## src/hw/rtl/lpgb_pkg.sv

```systemverilog
`default_nettype none

package lpgb_pkg;

   // request function codes
   localparam logic [2:0] FN_SAMPLE      = 3'd0;
   localparam logic [2:0] FN_SCAN        = 3'd1;
   localparam logic [2:0] FN_MARK        = 3'd2;
   localparam logic [2:0] FN_CLEAR_MARKS = 3'd3;
   localparam logic [2:0] FN_READ        = 3'd4;

   // response status codes
   localparam logic [1:0] ST_OK      = 2'd0;
   localparam logic [1:0] ST_DISCARD = 2'd1;
   localparam logic [1:0] ST_OUTSIDE = 2'd2;

   // pixel levels
   localparam logic [7:0] PIX_MARK  = 8'd255;
   localparam logic [7:0] PIX_HIT   = 8'd128;
   localparam logic [7:0] PIX_EMPTY = 8'd0;
   localparam logic [7:0] CNT_MAX   = 8'd255;

   // CSR indexes and reset values
   localparam logic [7:0] CSR_MAX_RANGE   = 8'd0;
   localparam logic [7:0] CSR_INV_CELL    = 8'd1;
   localparam logic [7:0] CSR_ANGLE_START = 8'd2;
   localparam logic [7:0] CSR_ANGLE_STEP  = 8'd3;

   localparam logic [15:0] RST_MAX_RANGE   = 16'd65535;
   localparam logic [15:0] RST_INV_CELL    = 16'd656;
   localparam logic [15:0] RST_ANGLE_START = 16'd0;
   localparam logic [15:0] RST_ANGLE_STEP  = 16'd182;

   // CORDIC: Q1.15, gain-compensated start, 14 steps
   localparam logic signed [17:0] CORDIC_GAIN = 18'sd19898;
   localparam logic [3:0]         CORDIC_LAST = 4'd13;

   // atan(2^-i) in 1/65536 turn
   function automatic logic [13:0] atan_turn(input logic [3:0] step);
      case (step)
         4'd0:    return 14'd8192;
         4'd1:    return 14'd4836;
         4'd2:    return 14'd2555;
         4'd3:    return 14'd1297;
         4'd4:    return 14'd651;
         4'd5:    return 14'd326;
         4'd6:    return 14'd163;
         4'd7:    return 14'd81;
         4'd8:    return 14'd41;
         4'd9:    return 14'd20;
         4'd10:   return 14'd10;
         4'd11:   return 14'd5;
         4'd12:   return 14'd3;
         4'd13:   return 14'd1;
         default: return 14'd0;
      endcase
   endfunction

   typedef enum logic [3:0] {
      ST_CLEAR,
      ST_IDLE,
      ST_ROTATE,
      ST_MUL_XA,
      ST_MUL_XB,
      ST_MUL_YA,
      ST_MUL_YB,
      ST_LOCATE,
      ST_FETCH,
      ST_UPDATE,
      ST_RESPOND
   } lpgb_state_type;

   typedef struct packed {
      logic take;
      logic rotate;
      logic mul_a;
      logic mul_b;
      logic axis_y;
      logic locate;
      logic update;
      logic load_out;
      logic sweep;
      logic clr_cnt;
      logic clr_mark;
   } lpgb_cmd_type;

   typedef struct packed {
      logic       req_valid;
      logic [2:0] req_func;
      logic       req_discard;
      logic       cordic_last;
      logic       in_grid;
      logic       out_free;
   } lpgb_sts_type;

   typedef struct packed {
      logic       cnt_we;
      logic [7:0] cnt_data;
      logic       mark_we;
   } lpgb_wr_type;

endpackage

`default_nettype wire

```

## src/hw/rtl/lpgb_ctrl.sv

```systemverilog
`default_nettype none

module lpgb_ctrl (
   input  logic                   clock,
   input  logic                   reset,
   input  lpgb_pkg::lpgb_sts_type sts,
   input  logic                   sweep_last,
   output lpgb_pkg::lpgb_cmd_type cmd
);

   lpgb_pkg::lpgb_state_type state_ff, state_in;
   logic clr_cnt_ff, clr_cnt_in;
   logic clr_mark_ff, clr_mark_in;
   logic boot_ff, boot_in;

   always_ff @(posedge clock) begin
      if (reset) begin
         state_ff    <= lpgb_pkg::ST_CLEAR;
         clr_cnt_ff  <= 1'b1;
         clr_mark_ff <= 1'b1;
         boot_ff     <= 1'b1;
      end else begin
         state_ff    <= state_in;
         clr_cnt_ff  <= clr_cnt_in;
         clr_mark_ff <= clr_mark_in;
         boot_ff     <= boot_in;
      end
   end

   always_comb begin
      state_in    = state_ff;
      clr_cnt_in  = clr_cnt_ff;
      clr_mark_in = clr_mark_ff;
      boot_in     = boot_ff;
      cmd         = '0;

      case (state_ff)
         lpgb_pkg::ST_CLEAR: begin
            cmd.sweep    = 1'b1;
            cmd.clr_cnt  = clr_cnt_ff;
            cmd.clr_mark = clr_mark_ff;
            if (sweep_last) begin
               // the power-up sweep produces no response
               state_in = boot_ff ? lpgb_pkg::ST_IDLE : lpgb_pkg::ST_RESPOND;
               boot_in  = 1'b0;
            end
         end
         lpgb_pkg::ST_IDLE: begin
            cmd.take = 1'b1;
            if (sts.req_valid) begin
               case (sts.req_func)
                  lpgb_pkg::FN_SAMPLE: begin
                     state_in = sts.req_discard ? lpgb_pkg::ST_RESPOND
                                                : lpgb_pkg::ST_ROTATE;
                  end
                  lpgb_pkg::FN_SCAN: begin
                     state_in    = lpgb_pkg::ST_CLEAR;
                     clr_cnt_in  = 1'b1;
                     clr_mark_in = 1'b0;
                  end
                  lpgb_pkg::FN_CLEAR_MARKS: begin
                     state_in    = lpgb_pkg::ST_CLEAR;
                     clr_cnt_in  = 1'b0;
                     clr_mark_in = 1'b1;
                  end
                  lpgb_pkg::FN_MARK, lpgb_pkg::FN_READ: begin
                     state_in = lpgb_pkg::ST_LOCATE;
                  end
                  default: begin
                     state_in = lpgb_pkg::ST_RESPOND;
                  end
               endcase
            end
         end
         lpgb_pkg::ST_ROTATE: begin
            cmd.rotate = 1'b1;
            if (sts.cordic_last) begin
               state_in = lpgb_pkg::ST_MUL_XA;
            end
         end
         lpgb_pkg::ST_MUL_XA: begin
            cmd.mul_a = 1'b1;
            state_in  = lpgb_pkg::ST_MUL_XB;
         end
         lpgb_pkg::ST_MUL_XB: begin
            cmd.mul_b = 1'b1;
            state_in  = lpgb_pkg::ST_MUL_YA;
         end
         lpgb_pkg::ST_MUL_YA: begin
            cmd.mul_a  = 1'b1;
            cmd.axis_y = 1'b1;
            state_in   = lpgb_pkg::ST_MUL_YB;
         end
         lpgb_pkg::ST_MUL_YB: begin
            cmd.mul_b  = 1'b1;
            cmd.axis_y = 1'b1;
            state_in   = lpgb_pkg::ST_LOCATE;
         end
         lpgb_pkg::ST_LOCATE: begin
            cmd.locate = 1'b1;
            state_in   = sts.in_grid ? lpgb_pkg::ST_FETCH : lpgb_pkg::ST_RESPOND;
         end
         lpgb_pkg::ST_FETCH: begin
            state_in = lpgb_pkg::ST_UPDATE;
         end
         lpgb_pkg::ST_UPDATE: begin
            cmd.update = 1'b1;
            state_in   = lpgb_pkg::ST_RESPOND;
         end
         lpgb_pkg::ST_RESPOND: begin
            if (sts.out_free) begin
               cmd.load_out = 1'b1;
               state_in     = lpgb_pkg::ST_IDLE;
            end
         end
         default: begin
            state_in = lpgb_pkg::ST_IDLE;
         end
      endcase
   end

   a_scan_sweeps_counts: assert property (@(posedge clock) disable iff (reset)
      (state_ff == lpgb_pkg::ST_IDLE && sts.req_valid &&
       sts.req_func == lpgb_pkg::FN_SCAN)
      |=> (state_ff == lpgb_pkg::ST_CLEAR && clr_cnt_ff && !clr_mark_ff))
      else $error("new scan did not start a count sweep");

   a_rotate_complete: assert property (@(posedge clock) disable iff (reset)
      (state_ff == lpgb_pkg::ST_MUL_XA)
      |-> $past(state_ff == lpgb_pkg::ST_ROTATE && sts.cordic_last))
      else $error("multiply started before rotation finished");

   a_fetch_in_grid: assert property (@(posedge clock) disable iff (reset)
      (state_ff == lpgb_pkg::ST_FETCH)
      |-> $past(state_ff == lpgb_pkg::ST_LOCATE && sts.in_grid))
      else $error("store access for an off-grid cell");

endmodule

`default_nettype wire

```

## config.mk

```make
export PLATFORM = sky130hd
export DESIGN_NAME = lpgb_ctrl
export DESIGN_NICKNAME = d
export VERILOG_FILES = /design/src/hw/rtl/lpgb_pkg.sv /design/src/hw/rtl/lpgb_ctrl.sv
export SDC_FILE = /design/constraint.sdc
export NUM_CORES = 1
export LEC_CHECK = 0
export ABC_AREA = 1
export ABC_CLOCK_PERIOD_IN_PS = 3100
export BUFFER_PORTS_ARGS = -buffer_cell sky130_fd_sc_hd__buf_2
export CORE_AREA = 3 3 40 42
export CTS_BUF_LIST = sky130_fd_sc_hd__clkbuf_2 sky130_fd_sc_hd__clkbuf_4 sky130_fd_sc_hd__clkbuf_8
export DETAILED_ROUTE_END_ITERATION = 10
export DIE_AREA = 0 0 43 45
export PLACE_DENSITY = 0.7
export SLEW_MARGIN = 20
export SYNTH_ARGS = -nofsm -noshare
export SYNTH_HDL_FRONTEND = slang
export SYNTH_SLANG_ARGS = --single-unit
```

## constraint.sdc

```tcl
create_clock -name clock -period 3.1 [get_ports clock]
set_input_delay 0.31 -clock clock [delete_from_list [all_inputs] [get_ports clock]]
set_output_delay 0.31 -clock clock [all_outputs]
set_load 0.05 [all_outputs]
```

### After elaboration in Yosys (flattened, before gate mapping)

Cells that the tools add are included.

| storage, ports and cells | value |
|---|---|
| memories kept | 0 |
| memory bits (writable) | 0 |
| output and inout port bits | 11 |
| logic and storage cells | 54 |
| latch bits | 0 |
| ROM bits | 0 |
| register bits after elaboration | 7 |

| operators by class | value |
|---|---|
| bitwise operators | 0 |
| add/sub/neg operators | 0 |
| mux-type cells | 21 |
| $lt $le $gt $ge | 0 |
| div/mod/pow operators | 0 |
| reduce and logical (&&, ||, !) cells | 11 |
| eq/ne operators | 18 |
| shift operators | 0 |
| multiply operators | 0 |

Operator list:

| kind | count |
|---|---|
| case mux 4 bit (11 select lines) | 1 |
| two-way mux 4 bit | 6 |
| == test 4 x 3 -> 1 bit (second input constant) | 4 |
| == test 4 bit (second input constant) | 3 |
| case mux 4 bit (3 select lines) | 1 |
| OR reduction 2 bit | 5 |
| two-way mux 1 bit | 9 |
| == test 4 x 2 -> 1 bit (second input constant) | 2 |
| inequality test 2 bit (second input constant) | 4 |
| == test 3 x 2 -> 1 bit (second input constant) | 2 |
| == test 4 x 1 -> 1 bit (second input constant) | 1 |
| logical NOT 4 bit | 1 |
| case mux 1 bit (2 select lines) | 2 |
| AND reduction 4 bit | 1 |
| == test 3 x 1 -> 1 bit (second input constant) | 1 |
| == test 3 bit (second input constant) | 1 |
| logical NOT 3 bit | 1 |
| two-way mux 3 bit | 1 |
| AND reduction 3 bit | 1 |
| two-way mux 2 bit | 1 |
| AND reduction 2 bit | 1 |
| nonzero test 2 bit | 1 |

### Logic depth before layout (Yosys ltp)

| logic depth | value |
|---|---|
| depth after elaboration | 5 |
| depth in mapped cells | 9 |
| depth with buffers taken out | 9 |

### Worst setup path before layout

No wires, ideal clock.

| timing | value |
|---|---|
| kind | flip-flop to output port |
| start point | register state_ff[2] |
| end point | output port cmd[8] (netlist bit) |
| data arrival time | 1.408 ns |
| setup slack | 1.382 ns |
| stages on the path, launching flop included | 5 |
| path through | dfxtp_1 -> inv_1 -> nor2_1 -> inv_1 -> o22ai_1 |

RTL lines:

| item | RTL line | source |
|---|---|---|
| start: declaration | lpgb_ctrl.sv:11 | `lpgb_pkg::lpgb_state_type state_ff, state_in;` |
| start signal: assignment | lpgb_ctrl.sv:18 | `state_ff <= lpgb_pkg::ST_CLEAR;` |
| start signal: assignment | lpgb_ctrl.sv:23 | `state_ff <= state_in;` |
| end: declaration | lpgb_ctrl.sv:8 | `output lpgb_pkg::lpgb_cmd_type cmd` |

==> summary.md <==
| Metric | Value |
|---|---|
| Critical Path Start Type | `flop` |
| Fin. max-slew vios | `0` |
| # fillers | `152` |
| First-iteration detailed-routing DRC count | `5` |
| TritonCTS sink count | `7` |
| Worst Skew | `3.21 ps` |
| Clock period minus worst slack | `1710 ps` |
| Final GP Congestion | `0.865` |
| Comb pwr share | `69.5%` |
| Port Buf Inserts | `21` |
| Leak | `0.451 nW` |
| End of the critical path | `cmd[6]` |
| Max-Cap Viols | `0` |
| Most frequent cells in the layout | `nand2_1 (26), inv_1 (22), buf_2 (21), nor2_1 (17), dfxtp_1 (7)` |
| Yosys warnings | `0` |
| Fin. Hold Viols | `0` |
| Number of global-route vias before repair | `606` |
| Reg2Reg Depth | `7` |
| First-pass GRT wire length | `2.37 mm` |
| Crit path max fanout | `4` |
| Ports | `22` |
| CTS root buf | `clkbuf_4` |
| Hold Buf Count CTS | `0` |
| Largest net degree at the start of global routing | `9` |
| # diodes | `0` |
| Int Power | `0.306 mW` |
| Pre-CTS setup slack | `1640 ps` |
| Post-Synth Simple-Gate Area | `46.6%` |
| First element of the critical path | `state_ff[2]$_SDFFE_PP0P_` |
| Die ar. | `1940 sq um` |
| ANT nets after route | `0` |
| Initial antenna violation count | `0` |
| Remaining global-route overflow | `0` |
| Via count | `661` |
| First-pass DRT Iterations | `4` |
| Reg clk slew, reported paths | `roughly 50 ps` |
| Synth Area in Compound Gates | `about an eighth` |
| Placement Rows | `13` |
| Post-DR vias/cell | `4.65` |
| Clock latency on the worst-skew pair | `240 ps` |
| Area grow syn2layout | `27.2%` |
| Fin util | `56.1%` |
| Routed WL | `1.34 mm` |
| Most common cell after layout, fill and taps aside | `nand2_1` |
| Critical Path RT | `between 2000 and 3000 ps` |
| Final setup vio count | `0` |
| Register-to-Register Setup Slack | `approximately 1700 ps` |
| Post-Syn Area | `567 sq um` |
| GRT Util Overall | `15.6%` |
| Width of the chip | `43 um` |
| VDD IR max | `532 uV` |
| Drt drc | `0` |
| Hold Crit Start | `reset` |
| Synth Area per Inst | `5.56 sq um` |
| Main combinational cell family by area after synthesis | `simple AND/OR/NAND/NOR gates` |
| Critical Path End Type | `output pin` |
| Layout cell share with drive strength beyond 1 | `between 20% and 30%` |
| Rel. slew slack | `81.4%` |
| Reg2Reg Launch Point | `state_ff[0]$_SDFFE_PP0P_` |
| Period utilization | `55.2%` |
| Post-cts resize count | `0` |
| Layout net count | `139` |
| Synth Area in Adders | `0%` |
| CP Data Arrival Time | `1400 ps` |
| Fmax | `584 MHz` |
| WS Path Type | `reg -> out` |
| CTS tree | `built` |
| CTS Buf Count | `3` |
| R2r endpoint | `clr_cnt_ff$_SDFFE_PP1P_` |
| Synthesized instance count | `102` |
| Mux cell area share after synthesis | `0%` |
| Seq/Total Area, Yosys | `roughly a quarter` |
| Fin Hold WS | `between 200 and 300 ps` |
| Core area | `roughly 1300 sq um` |
| Sw Ratio | `a little under 60%` |
| Post-synthesis register bit count | `7` |
| Power per cell area | `1040 nW/um^2` |
| Multi-input gate area | `337 sq um` |
| Clock buffer depth | `2` |
| Tightest Hold Check Type | `in -> reg` |
| Post-Synth XOR/XNOR Area | `0%` |
| Initial Util | `between 40% and 50%` |
| Register area | `140 sq um` |
| Post-CTS Setup Inserts | `0` |
| Outcome | `completed` |
| Dpl hpwl | `1.15 mm` |
| Final TNS setup | `0 ps` |
| WL/cell | `around 9.4 um` |
| Worst-margin pin slew | `278 ps` |
| Clock share of power | `11.7%` |
| Final worst slack | `1390 ps` |
| Psw | `0.444 mW` |
| Sequential share of power | `18.8%` |
| H-tree depth | `1` |
| RSZ-0062 raised after global routing | `no` |
| Synth cell types | `18` |
| Die Ht | `45 um` |
| Post-synth net total | `approximately 110` |
-- cell families after synthesis --
kind of cell,Yosys count
buffers and inverters,24
AOI/OAI and AO/OA,13
DFF,7
and+or+nand+nor,58
-- Yosys cell counts --
cell	n	area, sq um
nand3b_1	1	7.51
o22ai_1	1	6.26
nor2_2	2	12.5
nand4_1	1	6.26
o21ai_1	1	5.00
inv_2	2	7.51
nand2_2	3	18.8
nand2_1	26	97.6
o21ai_2	1	8.76
dfxtp_1	7	140
a21oi_1	3	15.0
nor2_4	2	22.5
nor2_1	17	63.8
nand3_1	5	25.0
o21ai_0	6	30.0
o211ai_1	1	7.51
inv_1	22	82.6
nor3_2	1	10.0
-- through the flow --
stage | power (mW) | area, sq um | instances
3_3_place_gp | 0.662 | 691 | 138
3_5_place_dp | 0.665 | 691 | 138
5_1_grt | 0.821 | 721 | 142
6_report | 0.750 | 721 | 142
4_1_cts | 0.757 | 721 | 142
2_1_floorplan | 0.559 | 567 | 102
-- critical path: stages, from the launching register on --
cell,delay (ps)
dfxtp_1,370
inv_1,70
nor2_1,210
nand2_1,100
nor2_1,130
buf_2,280
-- power by group through the flow --
stage	logic [mW]	registers, mW	clock network (mW)
2_1_floorplan	0.423	0.136	0
3_3_place_gp	0.521	0.140	0
3_5_place_dp	0.522	0.143	0
4_1_cts	0.524	0.141	0.0915
5_1_grt	0.577	0.146	0.0982
6_report	0.522	0.141	0.0875
-- cell type report --
class | instances | share of cell area (%)
inverter | 24 | 12.5
multi-input combinational | 71 | 46.7
timing repair buffer | 21 | 14.6
sequential | 7 | 19.4
tap | 15 | 2.60
clock buffer | 4 | 4.17
-- worst min-delay path by stage --
stage / endpoint / slack, ps / cells after the start
final: state_ff[3]$_SDFFE_PP0P_ / 280 / 2
after global placement: clr_cnt_ff$_SDFFE_PP1P_ / 470 / 2
after CTS: state_ff[3]$_SDFFE_PP0P_ / 260 / 2
after floorplan: state_ff[1]$_SDFFE_PP0P_ / 380 / 1
after detailed placement: clr_cnt_ff$_SDFFE_PP1P_ / 480 / 2
after global routing: state_ff[3]$_SDFFE_PP0P_ / 270 / 2
-- flip-flops by register name (all words and copies together), names as in the netlist --
register     flops
clr_cnt_ff       1
clr_mark_ff      1
state_ff         4
boot_ff          1
-- metal layers --
metal | global-route usage (%) | routed length, um | vias to the layer above
li1 | - | - | 360
met1 | 18.9 | 611 | 288
met2 | 28.1 | 653 | 13
met3 | 3.59 | 71 | 0
met4 | 3.61 | 0 | 0
met5 | 0 | 0 | -
No activity file was read; power rests on OpenSTA's default activity.
