File: config.mk
export PLATFORM = sky130hd
export DESIGN_NAME = lpgb_dp_flat
export DESIGN_NICKNAME = d
export VERILOG_FILES = /design/src/hw/rtl/lpgb_pkg.sv /design/src/hw/rtl/lpgb_if.sv /design/src/hw/rtl/lpgb_dp.sv /design/src/flat_wrapper.sv
export SDC_FILE = /design/constraint.sdc
export NUM_CORES = 2
export LEC_CHECK = 0
export ABC_AREA = 1
export BUFFER_PORTS_ARGS = -buffer_cell sky130_fd_sc_hd__buf_2
export CAP_MARGIN = 40
export CORE_MARGIN = 1
export CORE_UTILIZATION = 57
export DETAILED_ROUTE_END_ITERATION = 8
export PLACE_DENSITY = 0.74
export SLEW_MARGIN = 20
export SYNTH_ARGS = -nofsm -noshare
export SYNTH_HDL_FRONTEND = slang
export SYNTH_SLANG_ARGS = --single-unit
File: constraint.sdc
create_clock -name clock -period 11.8 [get_ports clock]
set_clock_uncertainty 0.05 [all_clocks]
set_input_delay 2.36 -clock clock [delete_from_list [all_inputs] [get_ports clock]]
set_output_delay 2.36 -clock clock [all_outputs]
set_load 0.03 [all_outputs]
File: src/hw/rtl/lpgb_pkg.sv
`default_nettype none

package lpgb_pkg;

   // request function codes
   localparam logic [2:0] FN_SAMPLE      = 3'd0;
   localparam logic [2:0] FN_SCAN        = 3'd1;
   localparam logic [2:0] FN_MARK        = 3'd2;
   localparam logic [2:0] FN_CLEAR_MARKS = 3'd3;
   localparam logic [2:0] FN_READ        = 3'd4;

   // response status codes
   localparam logic [1:0] ST_OK      = 2'd0;
   localparam logic [1:0] ST_DISCARD = 2'd1;
   localparam logic [1:0] ST_OUTSIDE = 2'd2;

   // pixel levels
   localparam logic [7:0] PIX_MARK  = 8'd255;
   localparam logic [7:0] PIX_HIT   = 8'd128;
   localparam logic [7:0] PIX_EMPTY = 8'd0;
   localparam logic [7:0] CNT_MAX   = 8'd255;

   // CSR indexes and reset values
   localparam logic [7:0] CSR_MAX_RANGE   = 8'd0;
   localparam logic [7:0] CSR_INV_CELL    = 8'd1;
   localparam logic [7:0] CSR_ANGLE_START = 8'd2;
   localparam logic [7:0] CSR_ANGLE_STEP  = 8'd3;

   localparam logic [15:0] RST_MAX_RANGE   = 16'd65535;
   localparam logic [15:0] RST_INV_CELL    = 16'd656;
   localparam logic [15:0] RST_ANGLE_START = 16'd0;
   localparam logic [15:0] RST_ANGLE_STEP  = 16'd182;

   // CORDIC: Q1.15, gain-compensated start, 14 steps
   localparam logic signed [17:0] CORDIC_GAIN = 18'sd19898;
   localparam logic [3:0]         CORDIC_LAST = 4'd13;

   // atan(2^-i) in 1/65536 turn
   function automatic logic [13:0] atan_turn(input logic [3:0] step);
      case (step)
         4'd0:    return 14'd8192;
         4'd1:    return 14'd4836;
         4'd2:    return 14'd2555;
         4'd3:    return 14'd1297;
         4'd4:    return 14'd651;
         4'd5:    return 14'd326;
         4'd6:    return 14'd163;
         4'd7:    return 14'd81;
         4'd8:    return 14'd41;
         4'd9:    return 14'd20;
         4'd10:   return 14'd10;
         4'd11:   return 14'd5;
         4'd12:   return 14'd3;
         4'd13:   return 14'd1;
         default: return 14'd0;
      endcase
   endfunction

   typedef enum logic [3:0] {
      ST_CLEAR,
      ST_IDLE,
      ST_ROTATE,
      ST_MUL_XA,
      ST_MUL_XB,
      ST_MUL_YA,
      ST_MUL_YB,
      ST_LOCATE,
      ST_FETCH,
      ST_UPDATE,
      ST_RESPOND
   } lpgb_state_type;

   typedef struct packed {
      logic take;
      logic rotate;
      logic mul_a;
      logic mul_b;
      logic axis_y;
      logic locate;
      logic update;
      logic load_out;
      logic sweep;
      logic clr_cnt;
      logic clr_mark;
   } lpgb_cmd_type;

   typedef struct packed {
      logic       req_valid;
      logic [2:0] req_func;
      logic       req_discard;
      logic       cordic_last;
      logic       in_grid;
      logic       out_free;
   } lpgb_sts_type;

   typedef struct packed {
      logic       cnt_we;
      logic [7:0] cnt_data;
      logic       mark_we;
   } lpgb_wr_type;

endpackage

`default_nettype wire

File: src/hw/rtl/lpgb_if.sv
`default_nettype none

interface lpgb_req_if;
   logic              valid;
   logic              ready;
   logic [2:0]        func;
   logic [15:0]       range_mm;
   logic signed [7:0] cell_x;
   logic signed [7:0] cell_y;

   modport source (output valid, func, range_mm, cell_x, cell_y, input ready);
   modport sink   (input valid, func, range_mm, cell_x, cell_y, output ready);
endinterface

interface lpgb_rsp_if;
   logic              valid;
   logic              ready;
   logic signed [7:0] out_x;
   logic signed [7:0] out_y;
   logic [7:0]        hit_count;
   logic [7:0]        pixel;
   logic [1:0]        status;

   modport source (output valid, out_x, out_y, hit_count, pixel, status, input ready);
   modport sink   (input valid, out_x, out_y, hit_count, pixel, status, output ready);
endinterface

interface lpgb_csr_if;
   logic        valid;
   logic        ready;
   logic [7:0]  reg_index;
   logic [15:0] wdata;

   modport source (output valid, reg_index, wdata, input ready);
   modport sink   (input valid, reg_index, wdata, output ready);
endinterface

`default_nettype wire

File: src/hw/rtl/lpgb_dp.sv
`default_nettype none

module lpgb_dp #(
   parameter int  GRID_WIDTH  = 64,
   parameter int  GRID_HEIGHT = 64,
   localparam int ADDR_W      = $clog2(GRID_WIDTH * GRID_HEIGHT)
) (
   input  logic                   clock,
   input  logic                   reset,
   lpgb_req_if.sink               req_if,
   lpgb_rsp_if.source             rsp_if,
   lpgb_csr_if.sink               csr_if,
   input  lpgb_pkg::lpgb_cmd_type cmd,
   output lpgb_pkg::lpgb_sts_type sts,
   input  logic [7:0]             cnt_rd,
   input  logic                   mark_rd,
   output logic [ADDR_W-1:0]      mem_addr,
   output lpgb_pkg::lpgb_wr_type  mem_wr
);

   localparam int COL_W = $clog2(GRID_WIDTH);
   localparam int ROW_W = $clog2(GRID_HEIGHT);
   localparam logic signed [18:0] LO_X = 19'(1 - GRID_WIDTH / 2);
   localparam logic signed [18:0] HI_X = 19'(GRID_WIDTH / 2);
   localparam logic signed [18:0] LO_Y = 19'(1 - GRID_HEIGHT / 2);
   localparam logic signed [18:0] HI_Y = 19'(GRID_HEIGHT / 2);
   localparam logic [ADDR_W-1:0]  ROW_PITCH = ADDR_W'(GRID_WIDTH);

   // configuration
   logic [15:0] max_range_ff, inv_cell_ff, ang_start_ff, ang_step_ff;
   logic [15:0] beam_ff, beam_in;

   // item and working registers
   logic [2:0]         func_ff, func_in;
   logic [15:0]        range_ff, range_in;
   logic [1:0]         quad_ff, quad_in;
   logic signed [17:0] cx_ff, cx_in, cy_ff, cy_in;
   logic signed [16:0] cz_ff, cz_in;
   logic [3:0]         iter_ff, iter_in;
   logic [32:0]        p1_ff, p1_in;
   logic               neg_ff, neg_in;
   logic signed [18:0] gx_ff, gx_in, gy_ff, gy_in;
   logic [ADDR_W-1:0]  addr_ff, addr_in;
   logic [1:0]         res_st_ff, res_st_in;
   logic [7:0]         res_hc_ff, res_hc_in, res_px_ff, res_px_in;

   // output register
   logic              rsp_valid_ff, rsp_valid_in;
   logic signed [7:0] rsp_x_ff, rsp_x_in, rsp_y_ff, rsp_y_in;
   logic [7:0]        rsp_hc_ff, rsp_hc_in, rsp_px_ff, rsp_px_in;
   logic [1:0]        rsp_st_ff, rsp_st_in;

   logic               accept, discard, is_cell_op;
   logic signed [17:0] dx, dy, cos_v, sin_v, t_sel, t_neg;
   logic signed [16:0] atan_s;
   logic [16:0]        t_mag;
   logic [48:0]        p2;
   logic signed [18:0] g_pos, g_val;
   logic signed [18:0] col_full, row_full;
   logic               in_grid;
   logic [7:0]         cnt_inc;

   assign req_if.ready = cmd.take;
   assign csr_if.ready = 1'b1;
   assign accept       = cmd.take & req_if.valid;
   assign discard      = (req_if.range_mm >= max_range_ff);
   assign is_cell_op   = (req_if.func == lpgb_pkg::FN_MARK) ||
                         (req_if.func == lpgb_pkg::FN_READ);

   // CSR writes; unknown indexes are dropped
   always_ff @(posedge clock) begin
      if (reset) begin
         max_range_ff <= lpgb_pkg::RST_MAX_RANGE;
         inv_cell_ff  <= lpgb_pkg::RST_INV_CELL;
         ang_start_ff <= lpgb_pkg::RST_ANGLE_START;
         ang_step_ff  <= lpgb_pkg::RST_ANGLE_STEP;
      end else if (csr_if.valid) begin
         case (csr_if.reg_index)
            lpgb_pkg::CSR_MAX_RANGE:   max_range_ff <= csr_if.wdata;
            lpgb_pkg::CSR_INV_CELL:    inv_cell_ff  <= csr_if.wdata;
            lpgb_pkg::CSR_ANGLE_START: ang_start_ff <= csr_if.wdata;
            lpgb_pkg::CSR_ANGLE_STEP:  ang_step_ff  <= csr_if.wdata;
            default: ;
         endcase
      end
   end

   // beam angle advances on every sample, discarded or not; a scan reloads the start angle
   always_comb begin
      beam_in = beam_ff;
      if (accept && req_if.func == lpgb_pkg::FN_SAMPLE) begin
         beam_in = beam_ff + ang_step_ff;
      end else if (accept && req_if.func == lpgb_pkg::FN_SCAN) begin
         beam_in = ang_start_ff;
      end
   end

   // CORDIC step, quadrant fold-back afterwards
   assign dx     = cy_ff >>> iter_ff;
   assign dy     = cx_ff >>> iter_ff;
   assign atan_s = signed'(17'(lpgb_pkg::atan_turn(iter_ff)));

   always_comb begin
      case (quad_ff)
         2'd0: begin
            cos_v = cx_ff;
            sin_v = cy_ff;
         end
         2'd1: begin
            cos_v = -cy_ff;
            sin_v = cx_ff;
         end
         2'd2: begin
            cos_v = -cx_ff;
            sin_v = -cy_ff;
         end
         default: begin
            cos_v = cy_ff;
            sin_v = -cx_ff;
         end
      endcase
   end

   assign t_sel = cmd.axis_y ? sin_v : cos_v;
   assign t_neg = -t_sel;
   assign t_mag = t_sel[17] ? t_neg[16:0] : t_sel[16:0];

   assign p2    = 49'(p1_ff) * 49'(inv_cell_ff);
   assign g_pos = signed'({1'b0, p2[48:31]});
   assign g_val = neg_ff ? -g_pos : g_pos;

   // grid bounds and linear address
   assign in_grid  = (gx_ff >= LO_X) && (gx_ff <= HI_X) &&
                     (gy_ff >= LO_Y) && (gy_ff <= HI_Y);
   assign col_full = gx_ff - LO_X;
   assign row_full = gy_ff - LO_Y;

   assign cnt_inc = (cnt_rd == lpgb_pkg::CNT_MAX) ? cnt_rd : cnt_rd + 8'd1;

   always_comb begin
      func_in   = func_ff;
      range_in  = range_ff;
      quad_in   = quad_ff;
      cx_in     = cx_ff;
      cy_in     = cy_ff;
      cz_in     = cz_ff;
      iter_in   = iter_ff;
      p1_in     = p1_ff;
      neg_in    = neg_ff;
      gx_in     = gx_ff;
      gy_in     = gy_ff;
      addr_in   = addr_ff;
      res_st_in = res_st_ff;
      res_hc_in = res_hc_ff;
      res_px_in = res_px_ff;

      if (accept) begin
         func_in   = req_if.func;
         range_in  = req_if.range_mm;
         quad_in   = beam_ff[15:14];
         cx_in     = lpgb_pkg::CORDIC_GAIN;
         cy_in     = '0;
         cz_in     = signed'({3'b000, beam_ff[13:0]});
         iter_in   = '0;
         gx_in     = is_cell_op ? 19'(req_if.cell_x) : '0;
         gy_in     = is_cell_op ? 19'(req_if.cell_y) : '0;
         res_st_in = (req_if.func == lpgb_pkg::FN_SAMPLE && discard) ?
                     lpgb_pkg::ST_DISCARD : lpgb_pkg::ST_OK;
         res_hc_in = '0;
         res_px_in = lpgb_pkg::PIX_EMPTY;
      end

      if (cmd.rotate) begin
         if (!cz_ff[16]) begin
            cx_in = cx_ff - dx;
            cy_in = cy_ff + dy;
            cz_in = cz_ff - atan_s;
         end else begin
            cx_in = cx_ff + dx;
            cy_in = cy_ff - dy;
            cz_in = cz_ff + atan_s;
         end
         iter_in = iter_ff + 4'd1;
      end

      if (cmd.mul_a) begin
         p1_in  = 33'(range_ff) * 33'(t_mag);
         neg_in = t_sel[17];
      end

      if (cmd.mul_b) begin
         if (cmd.axis_y) begin
            gy_in = g_val;
         end else begin
            gx_in = g_val;
         end
      end

      if (cmd.locate) begin
         addr_in = ADDR_W'(row_full[ROW_W-1:0]) * ROW_PITCH +
                   ADDR_W'(col_full[COL_W-1:0]);
         if (!in_grid) begin
            res_st_in = lpgb_pkg::ST_OUTSIDE;
         end
      end

      if (cmd.update) begin
         case (func_ff)
            lpgb_pkg::FN_SAMPLE: begin
               res_hc_in = cnt_inc;
               res_px_in = mark_rd ? lpgb_pkg::PIX_MARK : lpgb_pkg::PIX_HIT;
            end
            lpgb_pkg::FN_MARK: begin
               res_hc_in = cnt_rd;
               res_px_in = lpgb_pkg::PIX_MARK;
            end
            default: begin
               res_hc_in = cnt_rd;
               if (mark_rd) begin
                  res_px_in = lpgb_pkg::PIX_MARK;
               end else if (cnt_rd != 8'd0) begin
                  res_px_in = lpgb_pkg::PIX_HIT;
               end else begin
                  res_px_in = lpgb_pkg::PIX_EMPTY;
               end
            end
         endcase
      end
   end

   assign mem_addr        = addr_ff;
   assign mem_wr.cnt_we   = cmd.update && (func_ff == lpgb_pkg::FN_SAMPLE);
   assign mem_wr.cnt_data = cnt_inc;
   assign mem_wr.mark_we  = cmd.update && (func_ff == lpgb_pkg::FN_MARK);

   // output register frees the engine while the receiver stalls
   always_comb begin
      rsp_valid_in = rsp_valid_ff;
      rsp_x_in     = rsp_x_ff;
      rsp_y_in     = rsp_y_ff;
      rsp_hc_in    = rsp_hc_ff;
      rsp_px_in    = rsp_px_ff;
      rsp_st_in    = rsp_st_ff;
      if (cmd.load_out) begin
         rsp_valid_in = 1'b1;
         rsp_x_in     = gx_ff[7:0];
         rsp_y_in     = gy_ff[7:0];
         rsp_hc_in    = res_hc_ff;
         rsp_px_in    = res_px_ff;
         rsp_st_in    = res_st_ff;
      end else if (rsp_if.ready) begin
         rsp_valid_in = 1'b0;
      end
   end

   always_ff @(posedge clock) begin
      if (reset) begin
         beam_ff      <= '0;
         rsp_valid_ff <= 1'b0;
      end else begin
         beam_ff      <= beam_in;
         rsp_valid_ff <= rsp_valid_in;
      end
   end

   always_ff @(posedge clock) begin
      func_ff   <= func_in;
      range_ff  <= range_in;
      quad_ff   <= quad_in;
      cx_ff     <= cx_in;
      cy_ff     <= cy_in;
      cz_ff     <= cz_in;
      iter_ff   <= iter_in;
      p1_ff     <= p1_in;
      neg_ff    <= neg_in;
      gx_ff     <= gx_in;
      gy_ff     <= gy_in;
      addr_ff   <= addr_in;
      res_st_ff <= res_st_in;
      res_hc_ff <= res_hc_in;
      res_px_ff <= res_px_in;
      rsp_x_ff  <= rsp_x_in;
      rsp_y_ff  <= rsp_y_in;
      rsp_hc_ff <= rsp_hc_in;
      rsp_px_ff <= rsp_px_in;
      rsp_st_ff <= rsp_st_in;
   end

   assign rsp_if.valid     = rsp_valid_ff;
   assign rsp_if.out_x     = rsp_x_ff;
   assign rsp_if.out_y     = rsp_y_ff;
   assign rsp_if.hit_count = rsp_hc_ff;
   assign rsp_if.pixel     = rsp_px_ff;
   assign rsp_if.status    = rsp_st_ff;

   assign sts.req_valid   = req_if.valid;
   assign sts.req_func    = req_if.func;
   assign sts.req_discard = discard;
   assign sts.cordic_last = (iter_ff == lpgb_pkg::CORDIC_LAST);
   assign sts.in_grid     = in_grid;
   assign sts.out_free    = !rsp_valid_ff || rsp_if.ready;

   a_rsp_from_load: assert property (@(posedge clock) disable iff (reset)
      $rose(rsp_valid_ff) |-> $past(cmd.load_out))
      else $error("response raised without a load");

   a_sample_count: assert property (@(posedge clock) disable iff (reset)
      (cmd.update && func_ff == lpgb_pkg::FN_SAMPLE) |=> (res_hc_ff != 8'd0))
      else $error("sample update left a zero hit count");

   a_outside_flag: assert property (@(posedge clock) disable iff (reset)
      (cmd.locate && !in_grid) |=> (res_st_ff == lpgb_pkg::ST_OUTSIDE))
      else $error("off-grid cell not flagged");

endmodule

`default_nettype wire

File: src/flat_wrapper.sv
// flat-port wrapper written by rule: the top's interface ports become plain ports
module lpgb_dp_flat 
#(
   parameter int  GRID_WIDTH  = 64,
   parameter int  GRID_HEIGHT = 64,
   localparam int ADDR_W      = $clog2(GRID_WIDTH * GRID_HEIGHT)
)
  (clock, reset, cmd, sts, cnt_rd, mark_rd, mem_addr, mem_wr, req_if_valid, req_if_func, req_if_range_mm, req_if_cell_x, req_if_cell_y, req_if_ready, rsp_if_valid, rsp_if_out_x, rsp_if_out_y, rsp_if_hit_count, rsp_if_pixel, rsp_if_status, rsp_if_ready, csr_if_valid, csr_if_reg_index, csr_if_wdata, csr_if_ready);
  lpgb_req_if req_if_i ();
  lpgb_rsp_if rsp_if_i ();
  lpgb_csr_if csr_if_i ();
  input  logic clock;
  input  logic reset;
  input  lpgb_pkg::lpgb_cmd_type cmd;
  output lpgb_pkg::lpgb_sts_type sts;
  input  logic [7:0] cnt_rd;
  input  logic mark_rd;
  output logic [ADDR_W-1:0] mem_addr;
  output lpgb_pkg::lpgb_wr_type mem_wr;
  input wire logic [$bits(req_if_i.valid)-1:0] req_if_valid;
  input wire logic [$bits(req_if_i.func)-1:0] req_if_func;
  input wire logic [$bits(req_if_i.range_mm)-1:0] req_if_range_mm;
  input wire logic [$bits(req_if_i.cell_x)-1:0] req_if_cell_x;
  input wire logic [$bits(req_if_i.cell_y)-1:0] req_if_cell_y;
  output wire logic [$bits(req_if_i.ready)-1:0] req_if_ready;
  output wire logic [$bits(rsp_if_i.valid)-1:0] rsp_if_valid;
  output wire logic [$bits(rsp_if_i.out_x)-1:0] rsp_if_out_x;
  output wire logic [$bits(rsp_if_i.out_y)-1:0] rsp_if_out_y;
  output wire logic [$bits(rsp_if_i.hit_count)-1:0] rsp_if_hit_count;
  output wire logic [$bits(rsp_if_i.pixel)-1:0] rsp_if_pixel;
  output wire logic [$bits(rsp_if_i.status)-1:0] rsp_if_status;
  input wire logic [$bits(rsp_if_i.ready)-1:0] rsp_if_ready;
  input wire logic [$bits(csr_if_i.valid)-1:0] csr_if_valid;
  input wire logic [$bits(csr_if_i.reg_index)-1:0] csr_if_reg_index;
  input wire logic [$bits(csr_if_i.wdata)-1:0] csr_if_wdata;
  output wire logic [$bits(csr_if_i.ready)-1:0] csr_if_ready;
  assign req_if_i.valid = req_if_valid;
  assign req_if_i.func = req_if_func;
  assign req_if_i.range_mm = req_if_range_mm;
  assign req_if_i.cell_x = req_if_cell_x;
  assign req_if_i.cell_y = req_if_cell_y;
  assign req_if_ready = req_if_i.ready;
  assign rsp_if_valid = rsp_if_i.valid;
  assign rsp_if_out_x = rsp_if_i.out_x;
  assign rsp_if_out_y = rsp_if_i.out_y;
  assign rsp_if_hit_count = rsp_if_i.hit_count;
  assign rsp_if_pixel = rsp_if_i.pixel;
  assign rsp_if_status = rsp_if_i.status;
  assign rsp_if_i.ready = rsp_if_ready;
  assign csr_if_i.valid = csr_if_valid;
  assign csr_if_i.reg_index = csr_if_reg_index;
  assign csr_if_i.wdata = csr_if_wdata;
  assign csr_if_ready = csr_if_i.ready;
  lpgb_dp #(.GRID_WIDTH(GRID_WIDTH), .GRID_HEIGHT(GRID_HEIGHT)) u_core (.clock(clock), .reset(reset), .req_if(req_if_i), .rsp_if(rsp_if_i), .csr_if(csr_if_i), .cmd(cmd), .sts(sts), .cnt_rd(cnt_rd), .mark_rd(mark_rd), .mem_addr(mem_addr), .mem_wr(mem_wr));
endmodule
=== Yosys cells after proc, flatten, opt, wreduce, memory -nomap -nowiden ===
Memories as Yosys holds them, arrays and structs flattened. A register that Yosys moved wholly into a read port is not among the register bits.
Index checks and enable logic that the tools add are counted.

* Shift-type cells: 2
* Muxes and demuxes: 42
* Bitwise gates (word level): 1
* Equality and inequality tests: 11
* Order comparisons: 5
* Reduce and logical (&&, ||, !) cells: 24
* Add/subtract/negate cells: 16
* $mul: 2
* Divide/modulo/power cells: 0

{| class="wikitable"
|+ Operators by type and width
! kind !! count
|-
| $mux W19 || 9
|-
| $mux W18 || 7
|-
| $pmux W18 S3 || 2
|-
| $mux W17 || 4
|-
| $mux W8 || 7
|-
| $mul A33 B16 Y49 || 1
|-
| $ge A19 B6 Y1 const B || 2
|-
| $le A19 B7 Y1 const B || 2
|-
| $add A18 B18 Y18 || 2
|-
| $neg A18 Y18 || 2
|-
| $sshr A18 B4 Y18 || 2
|-
| $sub A18 B18 Y18 || 2
|-
| $mul A16 B17 Y33 || 1
|-
| $mux W16 || 2
|-
| $neg A18 Y19 || 1
|-
| $add A17 B15 Y17 || 1
|-
| $neg A17 Y17 || 1
|-
| $sub A17 B15 Y17 || 1
|-
| $add A16 B16 Y16 || 1
|-
| $eq A8 B2 Y1 const B || 2
|-
| $ge A16 B16 Y1 || 1
|-
| $pmux W8 S2 || 1
|-
| $add A12 B6 Y12 || 1
|-
| $mux W4 || 3
|-
| 24 further kinds || 45
|}

* Bits of input ports: 84
* Bits in read-only memories: 224
* Bits in latches: 0
* Logic and storage cells: 130
* Output and inout bits: 67
* Flip-flop bits (word level): 295
* Memory bits (writable): 0
* Memories: 1

{| class="wikitable"
|+ Memory list
! name !! depth !! width !! read ports !! clocked after memory_dff !! wr ports !! RTL line !! RTL
|-
| (name not given) || 16 || 14 || 1 || 1 || 0 || lpgb_pkg.sv:40 || <nowiki>case (step)</nowiki>
|}

=== Longest topological paths before layout ===
* Depth in word-level cells: 6
* Depth in mapped cells: 43

=== Worst setup path after synthesis ===
No wires, ideal clock.

* Path type: input -> register
* Start: in cmd[6] (netlist name)
* End: reg u_core.p1_ff[30], data pin
* Stages: 34
* Buffers on the path: 1
* Library setup time: 0.265 ns
* Required time: 11.485 ns
* Data arrival time: 9.007 ns
* Path slack: 2.478 ns
* Cells stage by stage: xor2_1 or2_1 nand2_2 clkbuf_1 ha_1 nand3_1 nor2_1 nand3_1 nor2_2 nand4_1 nand2_1 nand2_4 nand2_4 nor2_1 fa_1 inv_1 fa_1 inv_1 fa_1 fa_1 inv_1 fa_1 fa_1 inv_1 ha_1 nand2_1 nor2_1 nand4_1 o211ai_1 a21oi_1 o21bai_1 a21oi_1 o21ai_0 xor2_1

* Longest elaborated chain between the ends: 4

{| class="wikitable"
|+ Ends and longest elaborated chain
! item !! RTL line !! RTL
|-
| start: declaration || flat_wrapper.sv:14 || <nowiki>input lpgb_pkg::lpgb_cmd_type cmd;</nowiki>
|-
| $mux W18 (*) || lpgb_dp.sv:124 || <nowiki>assign t_sel = cmd.axis_y ? sin_v : cos_v;</nowiki>
|-
| $neg A17 Y17 || lpgb_dp.sv:125 || <nowiki>assign t_neg = -t_sel;</nowiki>
|-
| $mux W17 (*) || lpgb_dp.sv:126 || <nowiki>assign t_mag = t_sel[17] ? t_neg[16:0] : t_sel[16:0];</nowiki>
|-
| $mul A16 B17 Y33 (*) || lpgb_dp.sv:187 || <nowiki>p1_in = 33'(range_ff) * 33'(t_mag);</nowiki>
|-
| end signal: assignment || lpgb_dp.sv:274 || <nowiki>p1_ff <= p1_in;</nowiki>
|-
| end: declaration || lpgb_dp.sv:40 || <nowiki>logic [32:0] p1_ff, p1_in;</nowiki>
|}

Every way passes the cells marked *; elsewhere a longest branch is shown, timed or not.
A chain may end at the register's enable or synchronous reset.

=== Final worst setup path ===
Same ends and word-level chain as after synthesis.

==> flow_results.org <==
** Route
- For this run, design rule violations remaining after detail routing come to 0.
- Drt via density :: between 5 and 6
- The routed layout has ~41k vias.
- Post-route antenna net violation count :: 0
- For this block, the routed nets add up to around 130 mm of wire.
- Pre-Repair DR Iteration Count :: 6
- First DRT Iteration DRCs :: 3406
- Per-cell routed wire length :: 17.9 um

** Job
- Max-cap violations :: 0

** Die
- For this configuration, the core starts out at a cell density of just under 60%.
- Placeable core area :: 81100 um^2
- Row generation in the floorplan step produced roughly 100 rows.
- DIE WIDTH :: ~290 um
- The die is just under 300 um tall.
- The die covers roughly 84000 um^2.
- Count of boundary I/O pins :: between 150 and 200

** Global route
- The via count of the first global-routing pass is roughly 40k.
- Summed over all layers, the global routing overflow is 0.
- Largest net degree at the start of global routing :: between 70 and 80
- For this run, the total global-route usage over all layers was measured as 32.1%.
- The number of antenna violations at the first check in global routing was 1.
- The first global-routing pass estimated roughly 210 mm of wire.

** STA
- The final critical path takes up 87.0% of the cycle.
- The worst path meets setup with 1540 ps of slack.
- Worst relative slew slack :: about two fifths
- Final setup fails :: 0
- Final total negative setup slack :: 0 ps
- Post-route minimum period :: ~10000 ps
- The final-report hold violation count came to 0.
- Timing would allow up to 97.4 MHz.
- The final count of pins violating max slew came to 0.
- Setup repair after global routing left no endpoint under its margin.
- For the pin with the worst max-slew slack, the measured transition is between 900 and 1000 ps.

** Critical path
- The worst setup path is captured at a flop.
- In this design, the critical path's most frequently occurring cell is sky130_fd_sc_hd__fa_1.
- Required time worst endpoint :: roughly 12000 ps
- Critical setup path kind :: in -> reg
- The largest single stage delay on the critical path is about 540 ps.
- Critical Path Start Type :: input port
- For this design, the slowest cell found on the critical path is sky130_fd_sc_hd__fa_1.
- Critical path arrival :: between 10000 and 15000 ps
- In this run the worst path has a maximum fanout of 22.

** Synth
- Proportion of synthesized area in mux cells :: 0.263%
- Share of the synthesized netlist area taken by xor and xnor gates :: under 10%
- Async set or reset register ratio after synthesis :: 0%
- The share of the Yosys chip area taken by registers is 16.1%.
- Number of synthesized register bits :: ~300
- Mean area per synthesized cell :: approximately 7.5 um^2
- The number of nets handed over by synthesis was between 7k and 8k.
- By area, the combinational part of the netlist is dominated by adder cells.
- Fraction of the mapped netlist area in adder cells :: 36.0%
- Fraction of the mapped netlist area in compound gates :: a little over 9%
- The mapped netlist covers around 47000 um^2.
- After Yosys synthesis, and, or, nand and nor cells account for between 20% and 30% of the synthesized area.
- Ys flop type :: sky130_fd_sc_hd__edfxtp_1
- Distinct cell type count of the synthesized netlist :: 71
- In this run, synthesis inferred approximately 160 flip-flops with an integrated enable.
- Counting every instance in the synthesized netlist gives ~6.3k.
- During synthesis, Yosys emitted a total of 0 warnings.

** CTS
- TritonCTS clock tree :: built
- Number of buffers between clock root and the deepest sink :: 3
- The clock drives approximately 300 sinks.
- Once the clock tree was built, the resizer swapped 0 gates to a different size.
- The number of setup buffers added after CTS is 0.
- Skew-Pair Late Insertion Delay :: between 500 and 600 ps
- CTS Hold Bufs :: 0
- Max H-tree Level :: 2
- TritonCTS created 34 clock buffers.
- After clock tree synthesis, the clock-pin slew on the worst setup and hold paths is around 60 ps.
- Clock tree synthesis selected as its root buffer the cell sky130_fd_sc_hd__clkbuf_16.

** Hold path
- Type of the tightest min-delay check :: reg -> reg

** Place
- Once detailed placement completed, the half-perimeter wirelength came to around 110 mm.
- Buffers placed on the I/O ports in this run total between 100 and 150.
- The congestion estimate from routability-driven global placement came to ~0.99.
- After detailed placement, the total cell area comes to 48200 um^2.
- Worst slack at placement :: ~1200 ps

** Final layout
- Fraction of layout cells with a size suffix above 1 :: 6.88%
- From synthesis to final layout, the design area changed by 5.39%.
- At the end of the flow the core is filled with cells to between 60% and 70%.
- Final instance area :: approximately 50000 um^2
- The filler cells instantiated in the layout total approximately 7.4k.
- After the last flow step, the layout net total stands at 7330.

** Status
- Run status :: finished clean
==> per-stage QoR <==
stage / instances / hold WS, ps
floorplan: 6308 / 350
global placement: 7281 / 351
detailed placement: 7289 / 356
CTS: 7351 / 369
global route: 7365 / 379
finish: 7366 / 365
==> sequential cells by signal, indices dropped and copies added (netlist names), 3 cells and up <==
signal,flops
u_core.ang_start_ff,16
u_core.ang_step_ff,16
u_core.atan_s,14
u_core.beam_ff,16
u_core.cx_ff,18
u_core.cy_ff,18
u_core.cz_ff,17
u_core.func_ff,3
u_core.gx_ff,19
u_core.gy_ff,19
u_core.inv_cell_ff,16
u_core.iter_ff,4
u_core.max_range_ff,16
u_core.mem_addr,12
u_core.p1_ff,33
u_core.range_ff,16
u_core.res_hc_ff,8
u_core.rsp_if.hit_count,8
u_core.rsp_if.out_x,8
u_core.rsp_if.out_y,8
==> layout make-up <==
| cell class | count | area (um^2) | share of cell area, % |
|---|---|---|---|
| Multi-Input combinational cell | 4352 | 33000 | 66.5 |
| Inverter | 1393 | 5230 | 10.6 |
| Antenna cell | 1 | 2.50 | 0.00505 |
| Clock inverter | 20 | 186 | 0.376 |
| Timing Repair Buffer | 201 | 1310 | 2.64 |
| Clock buffer | 42 | 958 | 1.93 |
| Tap cell | 1060 | 1330 | 2.68 |
| Sequential cell | 297 | 7570 | 15.3 |
==> synthesized netlist by cell type, drive strengths merged, types with 15 or more instances <==
| library cell | n | area share, % |
|---|---|---|
| o21ai | 315 | 3.5 |
| or2 | 15 | 0.20 |
| inv | 1384 | 11 |
| dfxtp | 135 | 5.7 |
| ha | 324 | 8.6 |
| nand4 | 66 | 0.93 |
| nand3 | 235 | 2.8 |
| edfxtp | 162 | 10 |
| a21oi | 282 | 3.0 |
| fa | 643 | 27 |
| nor2 | 396 | 3.4 |
| xnor2 | 45 | 0.84 |
| buf | 65 | 1.0 |
| clkbuf | 201 | 1.6 |
| nor3 | 39 | 0.45 |
| a31oi | 15 | 0.20 |
| nor4 | 17 | 0.23 |
| o211ai | 59 | 0.95 |
| xor2 | 90 | 1.7 |
| nand2 | 1688 | 14 |
==> logic make-up (layout without fill, tap and decap cells) <==
group,after synthesis,in the layout
compound gates,756,756
xor+xnor,135,135
fa+ha+maj,967,967
buf+inv,1659,1656
flops,297,297
mux,12,12
other cells,1,2
simple gates,2481,2481
==> cells in the final DEF, fill, tap and decap left out, types with 12 or more instances in the layout <==
master                      instances
sky130_fd_sc_hd__ha_1             324
sky130_fd_sc_hd__fa_1             643
sky130_fd_sc_hd__nand3_1          216
sky130_fd_sc_hd__nand2_2           36
sky130_fd_sc_hd__o21bai_1          13
sky130_fd_sc_hd__nor4_1            17
sky130_fd_sc_hd__buf_8             14
sky130_fd_sc_hd__dfxtp_1          131
sky130_fd_sc_hd__o21ai_2           12
sky130_fd_sc_hd__nand3b_1          13
sky130_fd_sc_hd__buf_2            148
sky130_fd_sc_hd__inv_1           1353
sky130_fd_sc_hd__o21ai_0          262
sky130_fd_sc_hd__xnor2_1           45
sky130_fd_sc_hd__nand4_1           62
sky130_fd_sc_hd__inv_2             30
sky130_fd_sc_hd__a21oi_1          281
sky130_fd_sc_hd__a31oi_1           15
sky130_fd_sc_hd__o21ai_1           40
sky130_fd_sc_hd__nor2_2            26
sky130_fd_sc_hd__nor2_1           364
sky130_fd_sc_hd__edfxtp_1         162
sky130_fd_sc_hd__nand3_2           15
sky130_fd_sc_hd__clkbuf_16         37
sky130_fd_sc_hd__o211ai_1          58
sky130_fd_sc_hd__or2_2             13
sky130_fd_sc_hd__xor2_1            87
sky130_fd_sc_hd__nand2_1         1644
sky130_fd_sc_hd__nor3_1            37
sky130_fd_sc_hd__buf_4             34
==> layer usage <==
| layer | wire length (um) | up-vias | GRT usage, % |
|---|---|---|---|
| li1 | - | 19200 | - |
| met1 | 54300 | 19500 | 42.1 |
| met2 | 62200 | 1632 | 53.2 |
| met3 | 10700 | 307 | 5.53 |
| met4 | 4840 | 0 | 12.1 |
| met5 | 0 | - | 0 |
==> critical path: cells and delay by family <==
kind                     cells  cell delay [ps]
adder cells (fa/ha/maj)      7             3390
AND/OR/NAND/NOR             12             1960
AO/OA/AOI/OAI                5             1300
buffers and inverters        6             1190
XOR/XNOR                     2              250
==> path summary, 6_finish.rpt <==
| kind | from | slack (ps) | endpoint | cells past startpoint |
|---|---|---|---|---|
| max | cmd[6] | 1540 | u_core.p1_ff[30] | 32 |
| min | u_core.res_hc_ff[1] | 370 | u_core.rsp_if.hit_count[1] | 0 |
| max reg2reg | u_core.quad_ff[0] | 2430 | u_core.p1_ff[30] | 35 |
| min reg2reg | u_core.res_hc_ff[1] | 370 | u_core.rsp_if.hit_count[1] | 0 |
Power is not shown: default switching activity piles up to over one toggle a cycle in this logic, so the estimate is an artifact.
